--- src/sv/ffsc_pkg.sv ---
// Shared types, constants and membership set-up functions of the fuzzy fan speed controller.
package ffsc_pkg;

   localparam int unsigned CSR_INDEX_W = 8;
   localparam int unsigned WORD_W      = 16;
   localparam int unsigned SPAN_W      = 9;
   localparam int unsigned SUM_W       = 17;

   localparam logic [CSR_INDEX_W-1:0] CSR_SPEED_LOW  = 8'd0;
   localparam logic [CSR_INDEX_W-1:0] CSR_SPEED_MID  = 8'd1;
   localparam logic [CSR_INDEX_W-1:0] CSR_SPEED_HIGH = 8'd2;
   localparam logic [CSR_INDEX_W-1:0] CSR_THRESHOLD  = 8'd3;

   localparam logic [WORD_W-1:0] Q_ONE     = 16'h8000;
   localparam logic [SUM_W-1:0]  SUM_FLOOR = 17'd33;

   localparam logic [3:0] RAMP_LAST = 4'd14;
   localparam logic [3:0] MULT_LAST = 4'd15;
   localparam logic [3:0] DIV_LAST  = 4'd15;

   localparam logic signed [12:0] COOL_A  = 13'sd352;
   localparam logic signed [12:0] COOL_B  = 13'sd416;
   localparam logic signed [12:0] WARM_A  = 13'sd384;
   localparam logic signed [12:0] WARM_M  = 13'sd432;
   localparam logic signed [12:0] WARM_B  = 13'sd480;
   localparam logic signed [12:0] HOT_A   = 13'sd448;
   localparam logic signed [12:0] HOT_B   = 13'sd512;
   localparam logic signed [12:0] DRY_A   = 13'sd640;
   localparam logic signed [12:0] DRY_B   = 13'sd880;
   localparam logic signed [12:0] COMFY_A = 13'sd640;
   localparam logic signed [12:0] COMFY_P = 13'sd800;
   localparam logic signed [12:0] COMFY_Q = 13'sd960;
   localparam logic signed [12:0] COMFY_B = 13'sd1120;
   localparam logic signed [12:0] WET_A   = 13'sd960;
   localparam logic signed [12:0] WET_B   = 13'sd1280;

   typedef enum logic [1:0] {
      LVL_ZERO,
      LVL_ONE,
      LVL_RAMP
   } lvl_mode_type;

   typedef struct packed {
      lvl_mode_type      mode;
      logic [SPAN_W-1:0] gap;
      logic [SPAN_W-1:0] span;
   } ramp_setup_type;

   typedef struct packed {
      logic load;
      logic step;
   } unit_ctl_type;

   typedef enum logic [2:0] {
      ST_IDLE,
      ST_RAMP,
      ST_WEIGH,
      ST_MULT,
      ST_DLOAD,
      ST_DIVIDE,
      ST_FINISH
   } state_type;

   function automatic ramp_setup_type rise_setup(input logic signed [12:0] x,
                                                 input logic signed [12:0] a,
                                                 input logic signed [12:0] b);
      ramp_setup_type   s;
      logic signed [12:0] d;
      logic signed [12:0] w;
      d      = x - a;
      w      = b - a;
      s.gap  = d[SPAN_W-1:0];
      s.span = w[SPAN_W-1:0];
      if (x <= a) begin
         s.mode = LVL_ZERO;
      end else if (x >= b) begin
         s.mode = LVL_ONE;
      end else begin
         s.mode = LVL_RAMP;
      end
      return s;
   endfunction

   function automatic ramp_setup_type fall_setup(input logic signed [12:0] x,
                                                 input logic signed [12:0] a,
                                                 input logic signed [12:0] b);
      ramp_setup_type   s;
      logic signed [12:0] d;
      logic signed [12:0] w;
      d      = b - x;
      w      = b - a;
      s.gap  = d[SPAN_W-1:0];
      s.span = w[SPAN_W-1:0];
      if (x <= a) begin
         s.mode = LVL_ONE;
      end else if (x >= b) begin
         s.mode = LVL_ZERO;
      end else begin
         s.mode = LVL_RAMP;
      end
      return s;
   endfunction

   function automatic ramp_setup_type warm_setup(input logic signed [12:0] x);
      ramp_setup_type s;
      s = rise_setup(x, WARM_A, WARM_M);
      if (x <= WARM_A || x >= WARM_B) begin
         s.mode = LVL_ZERO;
      end else if (x >= WARM_M) begin
         s = fall_setup(x, WARM_M, WARM_B);
      end
      return s;
   endfunction

   function automatic ramp_setup_type comfy_setup(input logic signed [12:0] x);
      ramp_setup_type s;
      s = rise_setup(x, COMFY_A, COMFY_P);
      if (x <= COMFY_A || x >= COMFY_B) begin
         s.mode = LVL_ZERO;
      end else if (x >= COMFY_P && x <= COMFY_Q) begin
         s.mode = LVL_ONE;
      end else if (x > COMFY_Q) begin
         s = fall_setup(x, COMFY_Q, COMFY_B);
      end
      return s;
   endfunction

endpackage

--- src/sv/ffsc_if.sv ---
// Handshake interfaces for the request, response and register write channels.
interface ffsc_req_if;
   logic              valid;
   logic              ready;
   logic signed [11:0] temperature;
   logic [10:0]       humidity;
   logic              presence;
   logic              auto_mode;
   modport source (output valid, temperature, humidity, presence, auto_mode, input ready);
   modport sink (input valid, temperature, humidity, presence, auto_mode, output ready);
endinterface

interface ffsc_rsp_if;
   logic        valid;
   logic        ready;
   logic        fan_on;
   logic [15:0] pwm_value;
   modport source (output valid, fan_on, pwm_value, input ready);
   modport sink (input valid, fan_on, pwm_value, output ready);
endinterface

interface ffsc_csr_if;
   logic        valid;
   logic        ready;
   logic [7:0]  reg_index;
   logic [15:0] wdata;
   modport source (output valid, reg_index, wdata, input ready);
   modport sink (input valid, reg_index, wdata, output ready);
endinterface

--- src/sv/ffsc_ramp_lane.sv ---
// Bit-serial membership lane: one quotient bit of distance times one over span per cycle.
module ffsc_ramp_lane (
   input  logic                   clock,
   input  ffsc_pkg::unit_ctl_type ctl,
   input  ffsc_pkg::ramp_setup_type setup,
   output logic [15:0]            level
);

   ffsc_pkg::lvl_mode_type mode_ff, mode_in;
   logic [8:0]  span_ff, span_in;
   logic [8:0]  rem_ff, rem_in;
   logic [14:0] quo_ff, quo_in;
   logic [9:0]  rem_dbl;

   always_comb begin
      mode_in = mode_ff;
      span_in = span_ff;
      rem_in  = rem_ff;
      quo_in  = quo_ff;
      rem_dbl = {rem_ff, 1'b0};
      if (ctl.load) begin
         mode_in = setup.mode;
         span_in = setup.span;
         rem_in  = setup.gap;
         quo_in  = '0;
      end else if (ctl.step) begin
         if (rem_dbl >= {1'b0, span_ff}) begin
            rem_in = 9'(rem_dbl - {1'b0, span_ff});
            quo_in = {quo_ff[13:0], 1'b1};
         end else begin
            rem_in = rem_dbl[8:0];
            quo_in = {quo_ff[13:0], 1'b0};
         end
      end
   end

   always_ff @(posedge clock) begin
      mode_ff <= mode_in;
      span_ff <= span_in;
      rem_ff  <= rem_in;
      quo_ff  <= quo_in;
   end

   always_comb begin
      case (mode_ff)
         ffsc_pkg::LVL_ONE:  level = ffsc_pkg::Q_ONE;
         ffsc_pkg::LVL_RAMP: level = {1'b0, quo_ff};
         default:            level = '0;
      endcase
   end

endmodule

--- src/sv/ffsc_mac.sv ---
// Bit-serial weighted sum of the three speed registers, most significant speed bit first.
module ffsc_mac (
   input  logic                   clock,
   input  ffsc_pkg::unit_ctl_type ctl,
   input  logic [15:0]            w_low,
   input  logic [15:0]            w_mid,
   input  logic [15:0]            w_high,
   input  logic [15:0]            rate_low,
   input  logic [15:0]            rate_mid,
   input  logic [15:0]            rate_high,
   output logic [32:0]            num,
   output logic [16:0]            sum
);

   logic [15:0] wl_ff, wl_in, wm_ff, wm_in, wh_ff, wh_in;
   logic [15:0] sl_ff, sl_in, sm_ff, sm_in, sh_ff, sh_in;
   logic [32:0] acc_ff, acc_in;
   logic [16:0] partial;

   always_comb begin
      wl_in   = wl_ff;
      wm_in   = wm_ff;
      wh_in   = wh_ff;
      sl_in   = sl_ff;
      sm_in   = sm_ff;
      sh_in   = sh_ff;
      acc_in  = acc_ff;
      partial = (sl_ff[15] ? {1'b0, wl_ff} : 17'd0)
              + (sm_ff[15] ? {1'b0, wm_ff} : 17'd0)
              + (sh_ff[15] ? {1'b0, wh_ff} : 17'd0);
      if (ctl.load) begin
         wl_in  = w_low;
         wm_in  = w_mid;
         wh_in  = w_high;
         sl_in  = rate_low;
         sm_in  = rate_mid;
         sh_in  = rate_high;
         acc_in = '0;
      end else if (ctl.step) begin
         sl_in  = {sl_ff[14:0], 1'b0};
         sm_in  = {sm_ff[14:0], 1'b0};
         sh_in  = {sh_ff[14:0], 1'b0};
         acc_in = {acc_ff[31:0], 1'b0} + {16'd0, partial};
      end
   end

   always_ff @(posedge clock) begin
      wl_ff  <= wl_in;
      wm_ff  <= wm_in;
      wh_ff  <= wh_in;
      sl_ff  <= sl_in;
      sm_ff  <= sm_in;
      sh_ff  <= sh_in;
      acc_ff <= acc_in;
   end

   assign num = acc_ff;
   assign sum = {1'b0, wl_ff} + {1'b0, wm_ff} + {1'b0, wh_ff};

endmodule

--- src/sv/ffsc_divider.sv ---
// Restoring serial divider giving a sixteen-bit quotient, one bit per cycle.
module ffsc_divider (
   input  logic                   clock,
   input  ffsc_pkg::unit_ctl_type ctl,
   input  logic [32:0]            num,
   input  logic [16:0]            den,
   output logic [15:0]            quotient
);

   logic [16:0] den_ff, den_in;
   logic [16:0] rem_ff, rem_in;
   logic [15:0] lo_ff, lo_in;
   logic [17:0] rem_dbl;

   always_comb begin
      den_in  = den_ff;
      rem_in  = rem_ff;
      lo_in   = lo_ff;
      rem_dbl = {rem_ff, lo_ff[15]};
      if (ctl.load) begin
         den_in = den;
         rem_in = num[32:16];
         lo_in  = num[15:0];
      end else if (ctl.step) begin
         if (rem_dbl >= {1'b0, den_ff}) begin
            rem_in = 17'(rem_dbl - {1'b0, den_ff});
            lo_in  = {lo_ff[14:0], 1'b1};
         end else begin
            rem_in = rem_dbl[16:0];
            lo_in  = {lo_ff[14:0], 1'b0};
         end
      end
   end

   always_ff @(posedge clock) begin
      den_ff <= den_in;
      rem_ff <= rem_in;
      lo_ff  <= lo_in;
   end

   assign quotient = lo_ff;

endmodule

--- src/sv/fuzzy_fan_speed_controller.sv ---
// Top level of the fuzzy fan speed controller: registers, sequencer and result register.
// An item in automatic mode with someone present goes from acceptance to its result
// through bit-serial membership division in six parallel lanes, bit-serial
// multiply-accumulate over the speed registers and restoring division by the weight
// sum, with the weigh, divider-load and finish states as hand-over steps. When the
// weight sum is below 33 the division is skipped; an item in manual mode or with
// nobody present goes straight to the finish state. The next item is accepted in the
// cycle after a result is loaded, even while that result still waits to be taken. Register
// writes are always accepted and should only be made while no item is in progress.
module fuzzy_fan_speed_controller (
   input logic      clock,
   input logic      reset,
   ffsc_req_if.sink   req_bus,
   ffsc_rsp_if.source rsp_bus,
   ffsc_csr_if.sink   csr_bus
);

   ffsc_pkg::state_type state_ff, state_in;
   logic [3:0]  cnt_ff, cnt_in;
   logic [15:0] speed_low_ff, speed_mid_ff, speed_high_ff, threshold_ff;
   logic [15:0] held_pwm_ff, held_pwm_in;
   logic        fan_en_ff, fan_en_in;
   logic        auto_ff, present_ff, use_div_ff;
   logic [15:0] next_pwm_ff;
   logic        rsp_valid_ff, rsp_fan_ff;
   logic [15:0] rsp_pwm_ff;

   logic        accept, run, out_free, finish_fire, sum_small;
   logic signed [12:0] temp_x, humid_x;
   ffsc_pkg::unit_ctl_type lane_ctl, mac_ctl, div_ctl;
   ffsc_pkg::ramp_setup_type cool_s, warm_s, hot_s, dry_s, comfy_s, wet_s;
   logic [15:0] cool_l, warm_l, hot_l, dry_l, comfy_l, wet_l;
   logic [15:0] w_low, w_mid, w_high;
   logic [32:0] mac_num;
   logic [16:0] mac_sum;
   logic [15:0] quotient, cand, diff;

   assign accept      = req_bus.valid && req_bus.ready;
   assign run         = req_bus.auto_mode && req_bus.presence;
   assign out_free    = !rsp_valid_ff || rsp_bus.ready;
   assign finish_fire = (state_ff == ffsc_pkg::ST_FINISH) && out_free;
   assign sum_small   = mac_sum < ffsc_pkg::SUM_FLOOR;

   assign temp_x  = $signed({req_bus.temperature[11], req_bus.temperature});
   assign humid_x = $signed({2'b00, req_bus.humidity});

   assign cool_s  = ffsc_pkg::fall_setup(temp_x, ffsc_pkg::COOL_A, ffsc_pkg::COOL_B);
   assign warm_s  = ffsc_pkg::warm_setup(temp_x);
   assign hot_s   = ffsc_pkg::rise_setup(temp_x, ffsc_pkg::HOT_A, ffsc_pkg::HOT_B);
   assign dry_s   = ffsc_pkg::fall_setup(humid_x, ffsc_pkg::DRY_A, ffsc_pkg::DRY_B);
   assign comfy_s = ffsc_pkg::comfy_setup(humid_x);
   assign wet_s   = ffsc_pkg::rise_setup(humid_x, ffsc_pkg::WET_A, ffsc_pkg::WET_B);

   ffsc_ramp_lane u_cool  (.clock(clock), .ctl(lane_ctl), .setup(cool_s),  .level(cool_l));
   ffsc_ramp_lane u_warm  (.clock(clock), .ctl(lane_ctl), .setup(warm_s),  .level(warm_l));
   ffsc_ramp_lane u_hot   (.clock(clock), .ctl(lane_ctl), .setup(hot_s),   .level(hot_l));
   ffsc_ramp_lane u_dry   (.clock(clock), .ctl(lane_ctl), .setup(dry_s),   .level(dry_l));
   ffsc_ramp_lane u_comfy (.clock(clock), .ctl(lane_ctl), .setup(comfy_s), .level(comfy_l));
   ffsc_ramp_lane u_wet   (.clock(clock), .ctl(lane_ctl), .setup(wet_s),   .level(wet_l));

   assign w_low  = (cool_l > dry_l)  ? cool_l : dry_l;
   assign w_mid  = (warm_l > comfy_l) ? warm_l : comfy_l;
   assign w_high = (hot_l > wet_l)   ? hot_l : wet_l;

   ffsc_mac u_mac (
      .clock      (clock),
      .ctl        (mac_ctl),
      .w_low      (w_low),
      .w_mid      (w_mid),
      .w_high     (w_high),
      .rate_low   (speed_low_ff),
      .rate_mid   (speed_mid_ff),
      .rate_high  (speed_high_ff),
      .num        (mac_num),
      .sum        (mac_sum)
   );

   ffsc_divider u_div (
      .clock    (clock),
      .ctl      (div_ctl),
      .num      (mac_num),
      .den      (mac_sum),
      .quotient (quotient)
   );

   always_comb begin
      state_in = state_ff;
      case (state_ff)
         ffsc_pkg::ST_IDLE: begin
            if (accept) begin
               state_in = run ? ffsc_pkg::ST_RAMP : ffsc_pkg::ST_FINISH;
            end
         end
         ffsc_pkg::ST_RAMP: begin
            if (cnt_ff == ffsc_pkg::RAMP_LAST) state_in = ffsc_pkg::ST_WEIGH;
         end
         ffsc_pkg::ST_WEIGH: state_in = ffsc_pkg::ST_MULT;
         ffsc_pkg::ST_MULT: begin
            if (cnt_ff == ffsc_pkg::MULT_LAST) state_in = ffsc_pkg::ST_DLOAD;
         end
         ffsc_pkg::ST_DLOAD: begin
            state_in = sum_small ? ffsc_pkg::ST_FINISH : ffsc_pkg::ST_DIVIDE;
         end
         ffsc_pkg::ST_DIVIDE: begin
            if (cnt_ff == ffsc_pkg::DIV_LAST) state_in = ffsc_pkg::ST_FINISH;
         end
         ffsc_pkg::ST_FINISH: begin
            if (out_free) state_in = ffsc_pkg::ST_IDLE;
         end
         default: state_in = ffsc_pkg::ST_IDLE;
      endcase
   end

   always_comb begin
      req_bus.ready = 1'b0;
      lane_ctl      = '0;
      mac_ctl       = '0;
      div_ctl       = '0;
      case (state_ff)
         ffsc_pkg::ST_IDLE: begin
            req_bus.ready = 1'b1;
            lane_ctl.load = req_bus.valid && run;
         end
         ffsc_pkg::ST_RAMP:   lane_ctl.step = 1'b1;
         ffsc_pkg::ST_WEIGH:  mac_ctl.load  = 1'b1;
         ffsc_pkg::ST_MULT:   mac_ctl.step  = 1'b1;
         ffsc_pkg::ST_DLOAD:  div_ctl.load  = !sum_small;
         ffsc_pkg::ST_DIVIDE: div_ctl.step  = 1'b1;
         default: begin
            req_bus.ready = 1'b0;
         end
      endcase
   end

   assign cnt_in = (state_in != state_ff) ? 4'd0 : 4'(cnt_ff + 4'd1);

   assign cand = use_div_ff ? quotient : next_pwm_ff;
   assign diff = (cand >= held_pwm_ff) ? 16'(cand - held_pwm_ff)
                                       : 16'(held_pwm_ff - cand);

   always_comb begin
      held_pwm_in = held_pwm_ff;
      fan_en_in   = fan_en_ff;
      if (finish_fire && auto_ff) begin
         fan_en_in = present_ff;
         if (diff >= threshold_ff) held_pwm_in = cand;
      end
   end

   always_ff @(posedge clock) begin
      if (reset) begin
         state_ff      <= ffsc_pkg::ST_IDLE;
         cnt_ff        <= '0;
         held_pwm_ff   <= '0;
         fan_en_ff     <= 1'b0;
         rsp_valid_ff  <= 1'b0;
         speed_low_ff  <= '0;
         speed_mid_ff  <= '0;
         speed_high_ff <= '0;
         threshold_ff  <= '0;
      end else begin
         state_ff    <= state_in;
         cnt_ff      <= cnt_in;
         held_pwm_ff <= held_pwm_in;
         fan_en_ff   <= fan_en_in;
         if (finish_fire) begin
            rsp_valid_ff <= 1'b1;
         end else if (rsp_bus.ready) begin
            rsp_valid_ff <= 1'b0;
         end
         if (csr_bus.valid && csr_bus.ready) begin
            case (csr_bus.reg_index)
               ffsc_pkg::CSR_SPEED_LOW:  speed_low_ff  <= csr_bus.wdata;
               ffsc_pkg::CSR_SPEED_MID:  speed_mid_ff  <= csr_bus.wdata;
               ffsc_pkg::CSR_SPEED_HIGH: speed_high_ff <= csr_bus.wdata;
               ffsc_pkg::CSR_THRESHOLD:  threshold_ff  <= csr_bus.wdata;
               default: begin
               end
            endcase
         end
      end
   end

   always_ff @(posedge clock) begin
      if (accept) begin
         auto_ff     <= req_bus.auto_mode;
         present_ff  <= req_bus.presence;
         next_pwm_ff <= held_pwm_ff;
         use_div_ff  <= 1'b0;
      end else if (state_ff == ffsc_pkg::ST_DLOAD) begin
         if (sum_small) begin
            next_pwm_ff <= speed_low_ff;
         end else begin
            use_div_ff <= 1'b1;
         end
      end
      if (finish_fire) begin
         rsp_fan_ff <= fan_en_in;
         rsp_pwm_ff <= held_pwm_in;
      end
   end

   assign csr_bus.ready     = 1'b1;
   assign rsp_bus.valid     = rsp_valid_ff;
   assign rsp_bus.fan_on    = rsp_fan_ff;
   assign rsp_bus.pwm_value = rsp_pwm_ff;

   a_held_only_on_finish: assert property (@(posedge clock) disable iff (reset)
      !$stable(held_pwm_ff) |-> $past(finish_fire))
      else $error("Held PWM changed outside the finishing step.");

   a_rsp_from_finish: assert property (@(posedge clock) disable iff (reset)
      $rose(rsp_valid_ff) |-> $past(state_ff == ffsc_pkg::ST_FINISH))
      else $error("Response raised without a finished item.");

   a_divide_sum_floor: assert property (@(posedge clock) disable iff (reset)
      (state_ff == ffsc_pkg::ST_DIVIDE) |-> (mac_sum >= ffsc_pkg::SUM_FLOOR))
      else $error("Division started with a weight sum below the floor.");

   a_quotient_bound: assert property (@(posedge clock) disable iff (reset)
      ((state_ff == ffsc_pkg::ST_FINISH) && use_div_ff) |->
         ((quotient <= speed_low_ff) || (quotient <= speed_mid_ff) ||
          (quotient <= speed_high_ff)))
      else $error("Weighted average exceeds every speed register.");

endmodule
--- src/flat_wrapper.sv ---
// flat-port wrapper written by rule: the top's interface ports become plain ports
module fuzzy_fan_speed_controller_flat 
  (clock, reset, req_bus_valid, req_bus_temperature, req_bus_humidity, req_bus_presence, req_bus_auto_mode, req_bus_ready, rsp_bus_valid, rsp_bus_fan_on, rsp_bus_pwm_value, rsp_bus_ready, csr_bus_valid, csr_bus_reg_index, csr_bus_wdata, csr_bus_ready);
  ffsc_req_if req_bus_i ();
  ffsc_rsp_if rsp_bus_i ();
  ffsc_csr_if csr_bus_i ();
  input logic clock;
  input logic reset;
  input wire logic [$bits(req_bus_i.valid)-1:0] req_bus_valid;
  input wire logic [$bits(req_bus_i.temperature)-1:0] req_bus_temperature;
  input wire logic [$bits(req_bus_i.humidity)-1:0] req_bus_humidity;
  input wire logic [$bits(req_bus_i.presence)-1:0] req_bus_presence;
  input wire logic [$bits(req_bus_i.auto_mode)-1:0] req_bus_auto_mode;
  output wire logic [$bits(req_bus_i.ready)-1:0] req_bus_ready;
  output wire logic [$bits(rsp_bus_i.valid)-1:0] rsp_bus_valid;
  output wire logic [$bits(rsp_bus_i.fan_on)-1:0] rsp_bus_fan_on;
  output wire logic [$bits(rsp_bus_i.pwm_value)-1:0] rsp_bus_pwm_value;
  input wire logic [$bits(rsp_bus_i.ready)-1:0] rsp_bus_ready;
  input wire logic [$bits(csr_bus_i.valid)-1:0] csr_bus_valid;
  input wire logic [$bits(csr_bus_i.reg_index)-1:0] csr_bus_reg_index;
  input wire logic [$bits(csr_bus_i.wdata)-1:0] csr_bus_wdata;
  output wire logic [$bits(csr_bus_i.ready)-1:0] csr_bus_ready;
  assign req_bus_i.valid = req_bus_valid;
  assign req_bus_i.temperature = req_bus_temperature;
  assign req_bus_i.humidity = req_bus_humidity;
  assign req_bus_i.presence = req_bus_presence;
  assign req_bus_i.auto_mode = req_bus_auto_mode;
  assign req_bus_ready = req_bus_i.ready;
  assign rsp_bus_valid = rsp_bus_i.valid;
  assign rsp_bus_fan_on = rsp_bus_i.fan_on;
  assign rsp_bus_pwm_value = rsp_bus_i.pwm_value;
  assign rsp_bus_i.ready = rsp_bus_ready;
  assign csr_bus_i.valid = csr_bus_valid;
  assign csr_bus_i.reg_index = csr_bus_reg_index;
  assign csr_bus_i.wdata = csr_bus_wdata;
  assign csr_bus_ready = csr_bus_i.ready;
  fuzzy_fan_speed_controller u_core (.clock(clock), .reset(reset), .req_bus(req_bus_i), .rsp_bus(rsp_bus_i), .csr_bus(csr_bus_i));
endmodule
--- config.mk ---
export PLATFORM = sky130hd
export DESIGN_NAME = fuzzy_fan_speed_controller_flat
export DESIGN_NICKNAME = d
export VERILOG_FILES = /design/src/sv/ffsc_pkg.sv /design/src/sv/ffsc_if.sv /design/src/sv/ffsc_ramp_lane.sv /design/src/sv/ffsc_mac.sv /design/src/sv/ffsc_divider.sv /design/src/sv/fuzzy_fan_speed_controller.sv /design/src/flat_wrapper.sv
export SDC_FILE = /design/constraint.sdc
export NUM_CORES = 1
export LEC_CHECK = 0
export BUFFER_PORTS_ARGS = -buffer_cell sky130_fd_sc_hd__buf_4
export CAP_MARGIN = 20
export CORE_MARGIN = 5
export CORE_UTILIZATION = 58
export DETAILED_ROUTE_END_ITERATION = 8
export GPL_TIMING_DRIVEN = 1
export PLACE_DENSITY = 0.71
export RECOVER_POWER = 25
export SKIP_CTS_REPAIR_TIMING = 1
export SLEW_MARGIN = 30
export SYNTH_ARGS = -nofsm -noshare
export SYNTH_HDL_FRONTEND = slang
export SYNTH_HIERARCHICAL = 1
export SYNTH_SLANG_ARGS = --single-unit
--- constraint.sdc ---
create_clock -name clock -period 10.51 [get_ports clock]
set_input_delay 0.5255 -clock clock [delete_from_list [all_inputs] [get_ports clock]]
set_output_delay 0.5255 -clock clock [all_outputs]
set_load 0.01 [all_outputs]
Yosys cells after proc, flatten, opt, wreduce, memory -nomap -nowiden

Index checks and enable logic that the tools add are counted.

Flip-flop bits (word level): 478
Bits of input ports: 54
Output and inout bits: 20
Logic and storage cells: 239

$add $sub $neg: 23
$lt $le $gt $ge: 28
Equal/unequal tests: 24
Muxes and demuxes: 90
Bitwise logic cells: 1
Reduce and logical (&&, ||, !) cells: 27

Operator list:

| kind                                                  | count |
|---|---|
| 2-to-1 mux 16 bit                                     | 21 |
| one-hot mux 16 bit (2 select lines)                   | 6 |
| 2-to-1 mux 9 bit                                      | 18 |
| 2-to-1 mux 18 bit                                     | 3 |
| adder 17 x 16 -> 17 bit                               | 3 |
| 2-to-1 mux 17 bit                                     | 3 |
| > comparator 16 bit                                   | 3 |
| <= comparator 12 x 10 -> 1 bit, second input constant | 4 |
| 2-to-1 mux 20 bit                                     | 2 |
| >= comparator 12 x 10 -> 1 bit, second input constant | 3 |
| adder 33 x 17 -> 33 bit                               | 1 |
| >= comparator 16 bit                                  | 2 |
| subtractor 16 bit                                     | 2 |
| subtractor 9 x 7 -> 9 bit, second input constant      | 3 |
| subtractor 9 x 8 -> 9 bit, second input constant      | 3 |
| 2-to-1 mux 2 bit                                      | 12 |
| >= comparator 11 x 10 -> 1 bit, second input constant | 2 |
| >= comparator 11 bit, second input constant           | 2 |
| <= comparator 11 x 10 -> 1 bit, second input constant | 2 |
| one-hot mux 3 bit (7 select lines)                    | 1 |
| >= comparator 10 x 7 -> 1 bit, second input constant  | 2 |
| >= comparator 10 x 9 -> 1 bit                         | 2 |
| >= comparator 18 x 17 -> 1 bit                        | 1 |
| 2-to-1 mux 1 bit                                      | 18 |
| other kinds (33)                                      | 74 |

Logic depth before layout (Yosys ltp)

Gate-level depths: netlist (run 1).

Word-level depth: 7
Gate-level depth with buffers: 23
Depth with buffers taken out: 20

Modules after synthesis

The synthesis (run 1) kept the hierarchy.

By module, submodules not included:

| module                     | instances | cells each | area each (µm²) | seq. area each (µm²) |
|---|---|---|---|---|
| ffsc_ramp_lane             | 6         | 196        | 2,042.0         | 900.9 |
| fuzzy_fan_speed_controller | 1         | 1,077      | 9,684.3         | 2,852.7 |
| ffsc_mac                   | 1         | 715        | 7,951.4         | 3,543.4 |
| ffsc_divider               | 1         | 269        | 3,052.9         | 1,501.4 |

Least setup slack after synthesis (run 1)

OpenSTA, ideal clock, no wires.

Path kind: reg2reg
From: register u_core.state_ff[1]
To: register u_core.u_mac.sh_ff[0], enable pin
Library setup time: 0.402 ns
Arrival: 5.596 ns
Data required time: 10.108 ns
Setup slack: 4.512 ns
Cell stages (with the launch flop): 8
Buffers on the path: 3
Period minus slack after synthesis: 5.998 ns
Path through: dfxtp_1 buf_2 inv_1 nor3_1 clkbuf_1 nor2_1 clkbuf_1 inv_1

RTL lines:

| item                     | RTL line                          | text |
|---|---|---|
| start: declaration       | fuzzy_fan_speed_controller.sv:18  | `ffsc_pkg::state_type state_ff, state_in;` |
| start signal: assignment | fuzzy_fan_speed_controller.sv:152 | `state_ff <= ffsc_pkg::ST_IDLE;` |
| start signal: assignment | fuzzy_fan_speed_controller.sv:162 | `state_ff <= state_in;` |
| end signal: assignment   | ffsc_mac.sv:53                    | `sh_ff <= sh_in;` |
| end: declaration         | ffsc_mac.sv:16                    | `logic [15:0] sl_ff, sl_in, sm_ff, sm_in, sh_ff, sh_in;` |

Worst setup path in the final report (run 1)

From: register u_core.use_div_ff
To: register u_core.rsp_pwm_ff[14], in the netlist u_core/rsp_bus.pwm_value[14], data pin

Longest elaborated chain between the ends: 6
Elaborated cells on any way between the ends: 8
Classes of those cells: 2 x add/sub; 2 x order compare; 4 x mux

RTL lines:

| item                                      | RTL line                          | text |
|---|---|---|
| start: declaration                        | fuzzy_fan_speed_controller.sv:23  | `logic auto_ff, present_ff, use_div_ff;` |
| start signal: assignment                  | fuzzy_fan_speed_controller.sv:189 | `use_div_ff <= 1'b0;` |
| start signal: assignment                  | fuzzy_fan_speed_controller.sv:194 | `use_div_ff <= 1'b1;` |
| 2-to-1 mux 16 bit *                       | fuzzy_fan_speed_controller.sv:137 | `assign cand = use_div_ff ? quotient : next_pwm_ff;` |
| subtractor 16 bit (tied with other cells) | fuzzy_fan_speed_controller.sv:139 | `: 16'(held_pwm_ff - cand);` |
| 2-to-1 mux 16 bit                         | fuzzy_fan_speed_controller.sv:138 | `assign diff = (cand >= held_pwm_ff) ? 16'(cand - held_pwm_ff)` |
| >= comparator 16 bit                      | fuzzy_fan_speed_controller.sv:146 | `if (diff >= threshold_ff) held_pwm_in = cand;` |
| 2-to-1 mux 16 bit *                       | fuzzy_fan_speed_controller.sv:146 |  |
| 2-to-1 mux 16 bit *                       | fuzzy_fan_speed_controller.sv:144 | `if (finish_fire && auto_ff) begin` |
| named net u_core.held_pwm_in[14]          | fuzzy_fan_speed_controller.sv:21  | `logic [15:0] held_pwm_ff, held_pwm_in;` |
| end signal: assignment                    | fuzzy_fan_speed_controller.sv:199 | `rsp_pwm_ff <= held_pwm_in;` |
| end: declaration                          | fuzzy_fan_speed_controller.sv:26  | `logic [15:0] rsp_pwm_ff;` |

The timed path passes the listed nets; every way through them passes the cells marked *.
A chain may end at the register's enable or synchronous reset.

==> impl_metrics.py, run 1 <==
metrics = {
    "yosys": {
        "synthAdderAreaFrac": 0.114,
        "syn_area_per_cell_sq_um": 10.2,
        "synth_xor_area_frac": 0.0308,
        "synthArstFlopShare": 0,
        "ys_ff_latch": 514,
        "synth_top_family_by_area": "compound AO/OA/AOI/OAI gates",
        "synth-edff-count": 301,
        "synth_cell_types": 106,
        "synthCells": 3237,
        "yosysWarnings": 6,
        "muxShareOfSynthArea": 0.100,
        "ys.flop_type": "edfxtp_1",
        "synth-simple-area-share": 0.147,
        "ys_seq_area_frac": 0.404,
        "synth-compound-area-share": 0.150,
        "netlist_area_sq_um": 32900,
    },
    "sta": {
        "skew_ns": 0.0430,
        "final.period_utilization": 0.633,
        "finalHoldViolations": 0,
        "finalMaxSlewViolations": 82,
        "rsz0062_at_grt": "false",
        "min_period_ns": 6.65,
        "slew_headroom": -1.33,
        "max_freq_ghz": 0.150,
        "setup_viol": 0,
        "worst_slack_ns": 3.86,
        "tightestPinTransition_ns": 3.49,
        "final.setup.tns_ns": 0,
    },
    "power": {
        "max-vdd-ir-drop_mv": 0.149,
        "power_density_nw_per_um2": 231,
        "finalPower_mw": 8.27,
        "power.leakage_nw": 14.6,
    },
    "layout": {
        "layout_commonest_cell": "edfxtp_1",
        "diodes": 0,
        "utilization": 0.636,
        "largest_reg_flops": 33,
        "final_cell_mix": "301 x edfxtp_1, 289 x nor2_1, 275 x inv_1, 231 x ha_1, 213 x dfxtp_1",
        "fin_nets": 3621,
        "syn_to_final_growth_pct": 8.67,
        "fin_cells": 4096,
        "drive_above_1_share": 0.122,
    },
    "setup_path": {
        "cpPeakStageDelay_ns": 0.89,
        "critPathTopFamily": "simple AND/OR/NAND/NOR gates",
        "arrival_ns": 6.99,
        "worst-setup-path-type": "flop to flop",
        "start_kind": "flop",
        "crit_slowest_cell": "dfxtp_1",
        "worstReg2RegStart": "u_core/use_div_ff",
        "cp_num_cells": 20,
        "cp-endpoint": "u_core/rsp_bus.pwm_value[14]",
        "r2r_cells": 20,
        "cp_num_buf_inv": 2,
        "r2r-end": "u_core/rsp_bus.pwm_value[14]",
        "crit_chain": "mux2_2 > inv_1 > ha_1 > inv_1 > fa_1 > a21oi_1 > o21ai_0 > nand3_1 > a21oi_2 > nor2_2 > mux2i_1 > xnor2_1 > ha_1 > a21o_1 > a21o_1 > a21oi_1 > o211ai_1 > nand3_1 > nand2_2 > a21oi_1",
        "worstSetupEndpointType": "flop",
        "critPathLaunch": "u_core/use_div_ff",
        "crit_path_frequent_cell": "a21oi_1",
        "cp.required_ns": 10.85,
        "path_max_fanout": 30,
        "r2r_slack_ns": 3.86,
    },
    "floorplan": {
        "die-area_sq_um": 61700,
        "start_util": 0.585,
        "ioPinCount": 74,
        "dieHeight_microns": 248,
        "design.core.area_sq_um": 56300,
        "die_w_microns": 248,
        "num_rows": 87,
    },
    "route": {
        "drt-met1-wl_microns": 34600,
        "final_antenna_net_count": 0,
        "top_layer": "met4",
        "vias_per_cell": 5.83,
        "dr_wl_met3_microns": 2850,
        "wire_per_inst_microns": 18.3,
        "drt_iter0_drc": 1507,
        "routed_wl_microns": 74800,
        "vias": 23863,
        "route.met2.wl_microns": 35800,
        "firstDrtPassIters": 5,
        "drc": 0,
    },
    "global_route": {
        "grt_pass1_wl_microns": 121000,
        "globalRouteOverflowTotal": 0,
        "grt_pass1_vias": 23319,
        "grt_max_degree": 204,
        "grtUsageTotal": 0.237,
        "antenna_found_initial": 0,
    },
    "clock_network": {
        "cts_made_buffers": 56,
        "root_buffer": "clkbuf_16",
        "clk_pin_slew_ns": 0.06,
        "worstSkewPairLatency_ns": 0.63,
        "h-tree-depth": 2,
        "tritoncts": "built",
        "max-clock-path-buffers": 3,
        "clock_sink_count": 514,
    },
    "worst_hold_path": {
        "worstHoldPathType": "input pin to flop",
    },
    "placed_design": {
        "port-buffer-count": 72,
        "gp_congestion": 0.901,
        "place_hpwl_microns": 54700,
        "placed_cells": 3990,
        "preCtsSetupSlack_ns": 4.09,
    },
    "status": {
        "violations": "capacitance limit, slew limit",
        "status": "complete, but fails checks",
    },
    "job": {
        "cap_violations": 2,
    },
}
-- through the flow --
stage / instance area [sq um] / hold slack, ns
after floorplan: 33100 / 0.428
after global placement: 34100 / 0.438
after detailed placement: 34100 / 0.453
after CTS: 36000 / 0.0686
after global routing: 35800 / 0.0967
final: 35800 / 0.123
-- report_power, final --
group          switching, mW  total [mW]  internal, mW
combinational           1.92        3.40          1.48
clock                  0.837        1.98          1.14
sequential             0.276        2.90          2.62
-- how the worst min path moves through the flow --
stage / cells after the start / slack [ns] / endpoint / startpoint
floorplan: 2 / 0.43 / u_core/u_mac/num[32] / u_core/u_mac/num[32]
global placement: 1 / 0.44 / u_core/cnt_ff[0] / u_core/cnt_ff[0]
detailed placement: 1 / 0.45 / u_core/cnt_ff[0] / u_core/cnt_ff[0]
CTS: 1 / 0.07 / u_core/present_ff / req_bus_presence
global route: 1 / 0.1 / u_core/present_ff / req_bus_presence
finish: 1 / 0.12 / u_core/present_ff / req_bus_presence
-- cell usage after synthesis, drive strengths merged (61+ instances only) --
library cell | instances | area, sq um
nor2b | 86 | 591
ha | 231 | 2890
and2 | 110 | 689
buf | 81 | 483
a21oi | 168 | 852
xnor2 | 73 | 639
o21ai | 107 | 539
dfxtp | 213 | 4260
and3 | 61 | 429
edfxtp | 301 | 9040
clkbuf | 62 | 233
mux2i | 183 | 1830
nand2 | 161 | 607
a211oi | 64 | 536
nor2 | 298 | 1140
inv | 276 | 1040
mux2 | 131 | 1480
-- metal layers --
| layer | vias to the layer above | track usage |
|---|---|---|
| met2 | 472 | 0.403 |
| met4 | 0 | 0.0558 |
| met5 | - | 0 |
| met3 | 112 | 0.0308 |
| li1 | 11704 | - |
| met1 | 11575 | 0.325 |
-- final cells by class --
cell class,count,area (sq um)
sequential,514,13300
tap,756,946
fill,4618,20500
clock inverter,22,165
clock buffer,84,1720
multi-input combinational,2357,18100
timing repair buffer,87,568
inverter,276,1040
-- cells by family (layout without fill, tap and decap cells) --
kind of cell               count (synthesis)  count (layout)
AOI/OAI and AO/OA                        666             666
xor gates and xnor gates                 116             116
adders and majority gates                275             275
buffers and inverters                    419             469
DFF                                      514             514
muxes                                    314             314
other                                      2              55
and+or+nand+nor                          931             931
(Power assumes the default switching activity.)
==> run 2: changes to the inputs <==
Settings changed: ABC_AREA set to 1.
Clock period 10.51 ns to 6.86 ns, I/O delays scaled along.
==> run 2 against run 1 <==
  * The flow still finishes with violations (capacitance limit, slew limit)
  * Flip-flop and latch count is the same
  * Sequential share of layout area shrank 1.4 points
  * Critical path depth grew 7
  * Global-route usage grew 1.3 points
  * Wire length grew 9.5%
  * Sequential power grew 66%
  * Clock skew shrank 0.022 ns
  * Die area grew 3.6%
  * Via count grew 19%
  * Critical path type unchanged
  * Largest power group unchanged
==> impl_metrics.py, run 2 <==
metrics = {
    "status": {
        "status": "complete, but fails checks",
        "violations": "capacitance limit, slew limit",
    },
    "global_route": {
        "grt_pass1_wl_microns": 133000,
        "grtUsageTotal": 0.250,
        "antenna_found_initial": 0,
        "grt_max_degree": 64,
        "grt_pass1_vias": 26551,
        "globalRouteOverflowTotal": 0,
    },
    "layout": {
        "final_cell_mix": "1342 x nand2_1, 762 x inv_1, 355 x nand3_1, 306 x nor2_1, 301 x edfxtp_1",
        "drive_above_1_share": 0.0737,
        "layout_commonest_cell": "nand2_1",
        "syn_to_final_growth_pct": 8.93,
        "largest_reg_flops": 33,
        "fin_nets": 4961,
        "diodes": 0,
    },
    "floorplan": {
        "num_rows": 89,
        "dieHeight_microns": 253,
        "ioPinCount": 74,
        "die_w_microns": 253,
        "die-area_sq_um": 63900,
        "start_util": 0.583,
        "design.core.area_sq_um": 58700,
    },
    "route": {
        "wire_per_inst_microns": 15.0,
        "drc": 0,
        "firstDrtPassIters": 6,
        "vias": 28480,
        "final_antenna_net_count": 0,
        "drt_iter0_drc": 1998,
        "routed_wl_microns": 81900,
        "vias_per_cell": 5.22,
    },
    "yosys": {
        "synthArstFlopShare": 0,
        "synthCells": 4554,
        "synth_commonest_cells": "1342 x nand2_1, 767 x inv_1, 354 x nand3_1",
        "ys_ff_latch": 514,
        "synth_cell_types": 60,
        "syn_area_per_cell_sq_um": 7.51,
        "ys.flop_type": "edfxtp_1",
        "netlist.area_leader.share": 0.264,
        "yosysMostFrequentCell": "nand2_1",
        "netlist_area_sq_um": 34200,
        "yosys.area.top_type": "edfxtp_1",
        "synth-edff-count": 301,
        "ys_seq_area_frac": 0.389,
        "yosysWarnings": 6,
        "synth_area_leaders": "edfxtp_1 26%, nand2_1 15%, dfxtp_1 12%",
    },
    "placed_design": {
        "port-buffer-count": 72,
        "gp_congestion": 0.949,
        "place_hpwl_microns": 61300,
        "preCtsSetupSlack_ns": 1.46,
    },
    "clock_network": {
        "tritoncts": "built",
        "clk_pin_slew_ns": 0.06,
        "h-tree-depth": 2,
        "clock_sink_count": 514,
        "cts_made_buffers": 57,
        "root_buffer": "clkbuf_16",
        "max-clock-path-buffers": 3,
        "worstSkewPairLatency_ns": 0.63,
    },
    "power": {
        "max-vdd-ir-drop_mv": 0.300,
        "power.leakage_nw": 18.0,
        "power_density_nw_per_um2": 447,
    },
    "setup_path": {
        "crit_path_frequent_cell": "nand2_1",
        "arrival_ns": 5.97,
        "worst-setup-path-type": "flop to flop",
        "crit_slowest_cell": "dfxtp_1",
        "path_max_fanout": 17,
        "cpPeakStageDelay_ns": 0.67,
        "start_kind": "flop",
        "worstSetupEndpointType": "flop",
        "cp.required_ns": 7.23,
    },
    "sta": {
        "rsz0062_at_grt": "false",
        "min_period_ns": 5.59,
        "slew_headroom": -0.736,
        "final.setup.tns_ns": 0,
        "final.period_utilization": 0.815,
        "skew_ns": 0.0214,
        "max_freq_ghz": 0.179,
        "worst_slack_ns": 1.27,
        "tightestPinTransition_ns": 2.59,
        "setup_viol": 0,
        "finalMaxSlewViolations": 268,
        "finalHoldViolations": 0,
        "whs_ns": 0.0269,
    },
    "job": {
        "cap_violations": 6,
    },
    "worst_hold_path": {
        "worstHoldPathType": "input pin to flop",
    },
}
[run 2: changes by cell type in the layout (fill, tap and decap cells not counted), moves of 78 or more]
cell | before | now
nand2_1 | 160 | 1342
mux2i_1 | 183 | 0
o22ai_1 | 1 | 84
inv_1 | 275 | 762
mux2_2 | 130 | 0
and2_1 | 107 | 6
nor2b_1 | 78 | 0
nand3_1 | 46 | 355
[run 2: worst paths after layout]
| kind | cells after the start | slack (ns) | start | endpoint |
|---|---|---|---|---|
| max | 27 | 1.27 | u_core/use_div_ff | u_core/rsp_bus.pwm_value[14] |
| min | 3 | 0.03 | csr_bus_wdata[7] | u_core/speed_mid_ff[7] |
| max reg2reg | 27 | 1.27 | u_core/use_div_ff | u_core/rsp_bus.pwm_value[14] |
| min reg2reg | 1 | 0.47 | u_core/cnt_ff[0] | u_core/cnt_ff[0] |
[run 2: metrics by stage]
stage	std cells	power (mW)	utilization	area, sq um
after floorplan	4607	11.5	-	34400
after global placement	5342	13.3	0.603	35400
after detailed placement	5342	13.4	0.603	35400
after CTS	5450	16.7	0.636	37300
after global routing	5454	18.1	0.635	37200
final	5454	16.6	0.635	37200
[run 2: area by class of cell]
type / count / area, sq um
fill: 5242 / 21400
multi-input combinational: 3177 / 17400
sequential: 514 / 13300
inverter: 793 / 2980
clock buffer: 75 / 1560
tap: 773 / 967
timing repair buffer: 89 / 566
clock inverter: 33 / 434
[run 2: power breakdown]
part           leakage [nW]  switching, mW  total, mW  internal (mW)
sequential             4.52          0.427       4.82           4.39
clock                 0.961           1.30       3.21           1.91
combinational          12.5           5.76       8.61           2.85
total                  18.0           7.49       16.6           9.15
[run 2: per-layer routing]
layer / track usage / vias to the layer above / share of wire
met5: 0 / - / 0
met4: 0.0777 / 0 / 0.031
met1: 0.344 / 13051 / 0.46
met2: 0.416 / 648 / 0.47
li1: - / 14639 / -
met3: 0.0327 / 142 / 0.048
[run 2: logic make-up (layout without fill, tap and decap cells)]
| logic type | count (synthesis) | count (layout) | synth area share |
|---|---|---|---|
| adder cells (fa/ha/maj) | 275 | 275 | 0.110 |
| AND/OR/NAND/NOR | 2239 | 2239 | 0.288 |
| buffers and inverters | 916 | 990 | 0.106 |
| flip-flops | 514 | 514 | 0.389 |
| other | 2 | 55 | 0.000220 |
| AO/OA/AOI/OAI | 522 | 522 | 0.0843 |
| XOR/XNOR | 86 | 86 | 0.0220 |
[run 2: worst max-delay path, delay by kind of cell, from the launching register on]
family / cells / cell delay [ns]
compound gates: 2 / 0.30
fa+ha+maj: 3 / 0.95
buf+inv: 6 / 0.91
flops: 1 / 0.67
simple gates: 16 / 2.45
